`config.mk`:
```
export PLATFORM = sky130hd
export DESIGN_NAME = cal_word_unit
export DESIGN_NICKNAME = d
export VERILOG_FILES = /design/src/hdl/cal_pkg.sv /design/src/hdl/cal_word_unit.sv
export SDC_FILE = /design/constraint.sdc
export NUM_CORES = 1
export LEC_CHECK = 0
export BUFFER_PORTS_ARGS = -buffer_cell sky130_fd_sc_hd__buf_2
export CAP_MARGIN = 20
export CORE_AREA = 8 8 247 249
export DETAILED_ROUTE_END_ITERATION = 12
export DIE_AREA = 0 0 255 257
export SLEW_MARGIN = 20
export SYNTH_ARGS = -nofsm -noshare
export SYNTH_HDL_FRONTEND = slang
export SYNTH_SLANG_ARGS = --single-unit
```
`constraint.sdc`:
```
create_clock -name vclk -period 16.1
set_input_delay 4.83 -clock vclk [all_inputs]
set_output_delay 4.83 -clock vclk [all_outputs]
set_load 0.01 [all_outputs]
```
`src/hdl/cal_pkg.sv`:
```
package cal_pkg;

    localparam int GRID_SIZE_DEF = 256;
    localparam int WORD_BITS_DEF = 64;

    localparam int ROW_IDX_W  = 8;
    localparam int WORD_IDX_W = 2;
    localparam int DATA_W     = 64;

    localparam logic FUNC_LOAD = 1'b0;
    localparam logic FUNC_STEP = 1'b1;

    typedef enum logic [1:0] {
        RULE_LIFE   = 2'd0,
        RULE_VOTE   = 2'd1,
        RULE_ANNEAL = 2'd2,
        RULE_COPY   = 2'd3
    } t_rule_mode;

    typedef struct packed {
        logic                  func;
        logic [ROW_IDX_W-1:0]  load_row;
        logic [WORD_IDX_W-1:0] load_word;
        logic [DATA_W-1:0]     load_data;
    } t_in_word;

    typedef struct packed {
        logic [ROW_IDX_W-1:0]  row_index;
        logic [WORD_IDX_W-1:0] word_index;
        logic [DATA_W-1:0]     new_cells;
        logic                  last;
    } t_out_word;

endpackage

```
`src/hdl/cal_word_unit.sv`:
```
module cal_word_unit import cal_pkg::*; #(
    parameter int WORD_BITS = WORD_BITS_DEF
) (
    input  t_rule_mode           i_mode,
    input  logic [WORD_BITS-1:0] i_up_prev,
    input  logic [WORD_BITS-1:0] i_up_cur,
    input  logic [WORD_BITS-1:0] i_up_next,
    input  logic [WORD_BITS-1:0] i_mid_prev,
    input  logic [WORD_BITS-1:0] i_mid_cur,
    input  logic [WORD_BITS-1:0] i_mid_next,
    input  logic [WORD_BITS-1:0] i_dn_prev,
    input  logic [WORD_BITS-1:0] i_dn_cur,
    input  logic [WORD_BITS-1:0] i_dn_next,
    output logic [WORD_BITS-1:0] o_cells
);

    logic [WORD_BITS-1:0] up_l, up_r, mid_l, mid_r, dn_l, dn_r;
    logic [WORD_BITS-1:0] h0, l0, h1, l1, h2, l2, c, c2, s0, s1, s2;
    logic [WORD_BITS-1:0] a0, a1, a2, a3, t0, t1, x, y, z;

    // left neighbor moves up one column, right neighbor down one
    assign up_l  = {i_up_cur[WORD_BITS-2:0],  i_up_prev[WORD_BITS-1]};
    assign up_r  = {i_up_next[0],  i_up_cur[WORD_BITS-1:1]};
    assign mid_l = {i_mid_cur[WORD_BITS-2:0], i_mid_prev[WORD_BITS-1]};
    assign mid_r = {i_mid_next[0], i_mid_cur[WORD_BITS-1:1]};
    assign dn_l  = {i_dn_cur[WORD_BITS-2:0],  i_dn_prev[WORD_BITS-1]};
    assign dn_r  = {i_dn_next[0],  i_dn_cur[WORD_BITS-1:1]};

    always_comb begin
        // per-row partial counts
        t0 = up_l ^ up_r;
        l0 = t0 ^ i_up_cur;
        h0 = (up_l & up_r) | (t0 & i_up_cur);
        l1 = mid_l ^ mid_r;
        h1 = mid_l & mid_r;
        t1 = dn_l ^ dn_r;
        l2 = t1 ^ i_dn_cur;
        h2 = (dn_l & dn_r) | (t1 & i_dn_cur);

        // combine into the bitsliced neighbor count
        s0 = l0 ^ l1;
        c  = l0 & l1;
        s1 = (h0 ^ h1) ^ c;
        s2 = (h0 & h1) | ((h0 ^ h1) & c);
        a0 = s0 ^ l2;
        c  = s0 & l2;
        a1 = (s1 ^ h2) ^ c;
        c2 = (s1 & h2) | ((s1 ^ h2) & c);
        a2 = s2 ^ c2;
        a3 = s2 & c2;

        x = '0;
        y = '0;
        z = '0;
        unique case (i_mode)
            RULE_LIFE: begin
                o_cells = (a0 | i_mid_cur) & ~a3 & a1 & ~a2;
            end
            RULE_VOTE: begin
                x       = (i_mid_cur & a2) | a1 | a0;
                o_cells = (a2 ^ a3) & ~(x ^ a2);
            end
            RULE_ANNEAL: begin
                x       = ((a0 ^ i_mid_cur) | a3) ^ a1;
                y       = (a0 | a2) & x;
                z       = ((a2 ^ a1) | a3) & ~y;
                o_cells = z ^ a1;
            end
            RULE_COPY: begin
                o_cells = i_up_cur;
            end
            default: begin
                o_cells = '0;
            end
        endcase
    end

endmodule

```
==> impl_metrics.env, run 1 <==
export IMPL_status="complete, no violations"
export IMPL_grt_pass1_vias=16400
export IMPL_area_growth_pct=12.5
export IMPL_syn_cell_area_mm2=0.0175
export IMPL_drt_iter0_drc=541
export IMPL_rsz0062_at_grt="no"
export IMPL_synthSimpleGateAreaFrac_pct=18.5
export IMPL_grt_max_degree=92
export IMPL_antenna_found_initial=17
export IMPL_worst_slew_pin_slew_ns=0.832
export IMPL_slowest_delay_ns=0.54
export IMPL_max_freq_mhz=75.3
export IMPL_post_route_util_pct=34.5
export IMPL_internal_power_uw=695
export IMPL_grt_use_total_pct=15.8
export IMPL_ctsHoldBuffers=0
export IMPL_path_max_fanout=4
export IMPL_synth_mux_area_share_pct=0
export IMPL_dieWidth_um=255
export IMPL_nFillCells=6002
export IMPL_cpMaxStageDelayCell="fa_1"
export IMPL_crit_path_start_kind="primary input"
export IMPL_maxCapViolations=0
export IMPL_yosysWarnings=0
export IMPL_hold_class="in -> out"
export IMPL_yosysUniqueCellTypes=38
export IMPL_fin_crit_sh_pct=82.5
export IMPL_setup_violations=0
export IMPL_final_hold_violation_count=0
export IMPL_vdd_drop_max_mv=0.0406
export IMPL_end_kind="output port"
export IMPL_crit_type="in -> out"
export IMPL_wl_mm=52.0
export IMPL_cp_cell_sequence="buf_2 > fa_1 > ha_1 > fa_1 > inv_1 > fa_1 > inv_1 > ha_1 > and4_1 > or4_1 > a32oi_1 > buf_2"
export IMPL_clock_buffers=0
export IMPL_seqCellArea_um2=0
export IMPL_synth_xor_area_share_pct=0
export IMPL_required_ns=11.27
export IMPL_postCtsSetupRepairBufs=0
export IMPL_core_area_mm2=0.0570
export IMPL_buffer_ports_inserted=264
export IMPL_gr_total_overflow=0
export IMPL_io_pins=642
export IMPL_crit_arrival_ns=8.46
export IMPL_initial_core_util_pct=30.6
export IMPL_multi_input_area_mm2=0.0155
export IMPL_period_needed_ns=13.29
export IMPL_via_per_inst=5.08
export IMPL_power_density_mw_per_mm2=79.0
export IMPL_slew_violations=0
export IMPL_layout_drive_gt1_share_pct=12.4
export IMPL_seq_cell_count=0
export IMPL_nets=3410
export IMPL_rows=88
export IMPL_wl_per_cell_um=17.6
export IMPL_dp_hpwl_mm=45.1
export IMPL_tns_ns=0
export IMPL_drtPass1Iterations=5
export IMPL_mostFrequentLayoutCell="inv_1"
export IMPL_synth_fa_ha_area_share_pct=56.8
export IMPL_synth_top_family_by_area="adder cells"
export IMPL_netlist_instances=1959
export IMPL_clock_power_share_pct=0
export IMPL_drtAntennaViolNets=0
export IMPL_remaining_drc_errors=0
export IMPL_synth_avg_cell_area_um2=8.92
export IMPL_grt_pass1_wl_mm=85.0
export IMPL_leakagePower_nw=10.1
export IMPL_relSlewSlack_pct=44.5
export IMPL_p_switching_uw=857
export IMPL_num_vias=15000
export IMPL_dieArea_mm2=0.0655
export IMPL_synth_compound_area_share_pct=13.5
export IMPL_syn_num_nets=3177
export IMPL_combinationalPowerShare_pct=100.0
export IMPL_fp_dieH_um=257
export IMPL_gp_congestion=0.845
export IMPL_yosysSeqAreaShare_pct=0
export IMPL_final_cell_mix="inv_1, ha_1, buf_2"
export IMPL_cts_resized=0
export IMPL_switching_share_pct=55.2
export IMPL_seq_power_share_pct=0
export IMPL_hold_ws_ns=10.13
export IMPL_path_common_cell="fa_1"
-- path summary, 6_finish.rpt --
path	cells after the start	slack [ns]	start	end
worst max-delay path	12	2.81	i_up_cur[8]	o_cells[9]
worst min-delay path	4	10.13	i_up_cur[63]	o_cells[63]
-- cell usage after synthesis (2+ instances only) --
cell | number | area [µm²]
and3b_1 | 42 | 368
o31ai_1 | 17 | 128
nor4_1 | 19 | 119
and4_1 | 34 | 298
nor3b_1 | 12 | 90.1
a21boi_0 | 2 | 15.0
nor2b_1 | 90 | 563
inv_1 | 468 | 1760
a31oi_1 | 5 | 31.3
o211ai_1 | 42 | 315
o21ai_0 | 10 | 50.1
o41ai_1 | 3 | 26.3
or4_1 | 59 | 443
o311ai_0 | 4 | 35.0
or4bb_1 | 39 | 439
buf_6 | 3 | 33.8
buf_1 | 2 | 7.51
nand4bb_1 | 7 | 78.8
nor2_1 | 54 | 203
nand2b_1 | 43 | 269
nand2_1 | 66 | 248
buf_2 | 19 | 95.1
and3_1 | 3 | 18.8
nor3_1 | 17 | 85.1
clkbuf_1 | 14 | 52.6
a211oi_1 | 17 | 128
fa_1 | 256 | 5120
o31a_1 | 42 | 368
o21bai_1 | 43 | 323
ha_1 | 384 | 4800
a32oi_1 | 59 | 517
a21oi_1 | 78 | 390
-- worst max-delay path: cells and delay by family --
| kind | cells | cell delay, ns |
|---|---|---|
| AO/OA/AOI/OAI | 1 | 0.54 |
| buffers and inverters | 4 | 0.54 |
| AND/OR/NAND/NOR | 2 | 0.65 |
| adder cells (fa/ha/maj) | 5 | 1.90 |
-- power by group through the flow --
stage	clock, mW	sequential, mW	combinational, mW
2_1_floorplan	0	0	1.12
3_3_place_gp	0	0	1.44
3_5_place_dp	0	0	1.55
4_1_cts	0	0	1.56
5_1_grt	0.0000000333	0	1.78
6_report	0.0000000749	0	1.55
-- per-layer routing --
| metal | GRT usage, % | routed length (µm) | vias to the layer above |
|---|---|---|---|
| li1 | - | - | 7179 |
| met1 | 19.6 | 22100 | 7460 |
| met2 | 28.5 | 26000 | 316 |
| met3 | 2.33 | 2660 | 79 |
| met4 | 3.37 | 1210 | 12 |
| met5 | 0 | 73 | - |
-- cell families (layout without fill, tap and decap cells) --
kind of cell / count (synthesis) / in the layout
simple gates: 487 / 487
compound gates: 326 / 326
other cells: 0 / 9
buf+inv: 506 / 737
fa+ha+maj: 640 / 640
-- area by class of cell --
class	instances	share of cell area, %
Multi-Input combinational cell	1453	79.1
Inverter	468	8.94
Timing Repair Buffer	269	7.02
Tap cell	765	4.87
Antenna cell	9	0.115
-- stage by stage --
| step | total power, mW | worst slack, ns | std cells | cell area (µm²) |
|---|---|---|---|---|
| 2_1_floorplan | 1.12 | 3.59 | 1959 | 17500 |
| 3_3_place_gp | 1.44 | 2.77 | 2955 | 19600 |
| 3_5_place_dp | 1.55 | 2.70 | 2955 | 19600 |
| 4_1_cts | 1.56 | 2.69 | 2955 | 19600 |
| 5_1_grt | 1.78 | 2.64 | 2959 | 19600 |
| 6_report | 1.55 | 2.81 | 2964 | 19600 |
(Power assumes the default switching activity.)
==> run 2: changes to the inputs <==
clock period = 11.8 ns   (was 16.1 ns; I/O delays follow)
==> impl_metrics.env, run 2 (synthesis results as in run 1) <==
export IMPL_status="complete, no violations"
export IMPL_setup_violations=0
export IMPL_seqCellArea_um2=0
export IMPL_path_max_fanout=4
export IMPL_post_route_util_pct=34.4
export IMPL_period_needed_ns=10.62
export IMPL_seq_cell_count=0
export IMPL_seq_power_share_pct=0
export IMPL_grt_use_met2_pct=28.6
export IMPL_switching_share_pct=55.2
export IMPL_gp_congestion=0.827
export IMPL_required_ns=8.26
export IMPL_gr_total_overflow=0
export IMPL_tns_ns=0
export IMPL_mostFrequentLayoutCell="inv_1"
export IMPL_dp_hpwl_mm=45.0
export IMPL_cts_resized=0
export IMPL_antenna_found_initial=13
export IMPL_core_area_mm2=0.0570
export IMPL_wl_mm=51.4
export IMPL_grt_busiest_layer="met2"
export IMPL_buffer_ports_inserted=264
export IMPL_rows=88
export IMPL_leakagePower_nw=10.1
export IMPL_slew_violations=0
export IMPL_layout_drive_gt1_share_pct=12.5
export IMPL_worst_slack_ns=1.18
export IMPL_drtPass1Iterations=5
export IMPL_via_per_inst=5.06
export IMPL_grt_pass1_vias=16400
export IMPL_crit_arrival_ns=7.08
export IMPL_use_met1_pct=19.2
export IMPL_max_freq_mhz=94.1
export IMPL_worst_slew_pin_slew_ns=0.909
export IMPL_crit_type="in -> out"
export IMPL_dieWidth_um=255
export IMPL_initial_core_util_pct=30.6
export IMPL_final_hold_violation_count=0
export IMPL_area_growth_pct=12.4
export IMPL_end_kind="output port"
export IMPL_crit_path_start_kind="primary input"
export IMPL_grt_use_total_pct=15.5
export IMPL_clock_power_share_pct=0
export IMPL_dieArea_mm2=0.0655
export IMPL_vdd_drop_max_mv=0.0485
export IMPL_nFillCells=5981
export IMPL_clock_buffers=0
export IMPL_rsz0062_at_grt="no"
export IMPL_nets=3412
export IMPL_combinationalPowerShare_pct=100.0
export IMPL_use_met3_pct=2.27
export IMPL_multi_input_area_mm2=0.0155
export IMPL_fin_crit_sh_pct=90.0
export IMPL_relSlewSlack_pct=39.4
export IMPL_final_cell_mix="inv_1, ha_1, buf_2"
export IMPL_io_pins=642
export IMPL_power_density_mw_per_mm2=107
export IMPL_grt_max_degree=56
export IMPL_fp_dieH_um=257
export IMPL_dp_worst_setup_slack_ns=1.09
export IMPL_grt_pass1_wl_mm=84.1
export IMPL_hold_class="in -> out"
export IMPL_maxCapViolations=0
export IMPL_ctsHoldBuffers=0
export IMPL_drt_iter0_drc=543
export IMPL_internal_power_uw=945
export IMPL_num_vias=15000
export IMPL_remaining_drc_errors=0
export IMPL_p_switching_mw=1.16
export IMPL_drtAntennaViolNets=0
export IMPL_postCtsSetupRepairBufs=0
export IMPL_wl_per_cell_um=17.3
==> run 2: cell count changes in the layout (fill, tap and decap cells not counted) <==
cell,before,now
diode_2,9,5
buf_4,5,8
buf_12,1,0
==> run 2: worst paths after layout <==
path	from	endpoint	slack, ns	cells after the start
hold / removal	i_up_cur[63]	o_cells[63]	7.55	4
setup / recovery	i_up_cur[12]	o_cells[13]	1.18	12
==> run 2: per-stage QoR <==
step                instances  cell area [µm²]  hold WS, ns  total power, mW
floorplan                1959            17500         7.26             1.53
global placement         2957            19600         7.55             1.97
detailed placement       2957            19600         7.55             2.11
CTS                      2957            19600         7.56             2.13
global route             2959            19600         7.58             2.43
finish                   2962            19600         7.55             2.11
==> run 2: power groups by stage <==
stage / sequential, mW / combinational (mW) / clock, mW
floorplan: 0 / 1.53 / 0
global placement: 0 / 1.97 / 0
detailed placement: 0 / 2.11 / 0
CTS: 0 / 2.13 / 0
global route: 0 / 2.43 / 0.0000000227
finish: 0 / 2.11 / 0.0000000568
==> run 2: worst max-delay path, cell delays in order <==
cell and delay [ns]:
buf_2 0.16, fa_1 0.50, ha_1 0.21, fa_1 0.53, inv_1 0.05, fa_1 0.37
inv_1 0.07, ha_1 0.26, and4_1 0.17, or4_1 0.46, a32oi_1 0.50, buf_2 0.24
==> run 2: cell type report <==
cell class | instances | area share (%)
multi-input combinational | 1453 | 79.1
inverter | 468 | 8.94
timing repair buffer | 271 | 7.04
tap | 765 | 4.87
antenna | 5 | 0.0637
==> run 2: layer usage <==
| metal | vias to the layer above | part of all wire [%] |
|---|---|---|
| met5 | - | 0.15 |
| met4 | 12 | 1.9 |
| met3 | 61 | 5.0 |
| met2 | 320 | 50 |
| met1 | 7416 | 43 |
| li1 | 7178 | - |
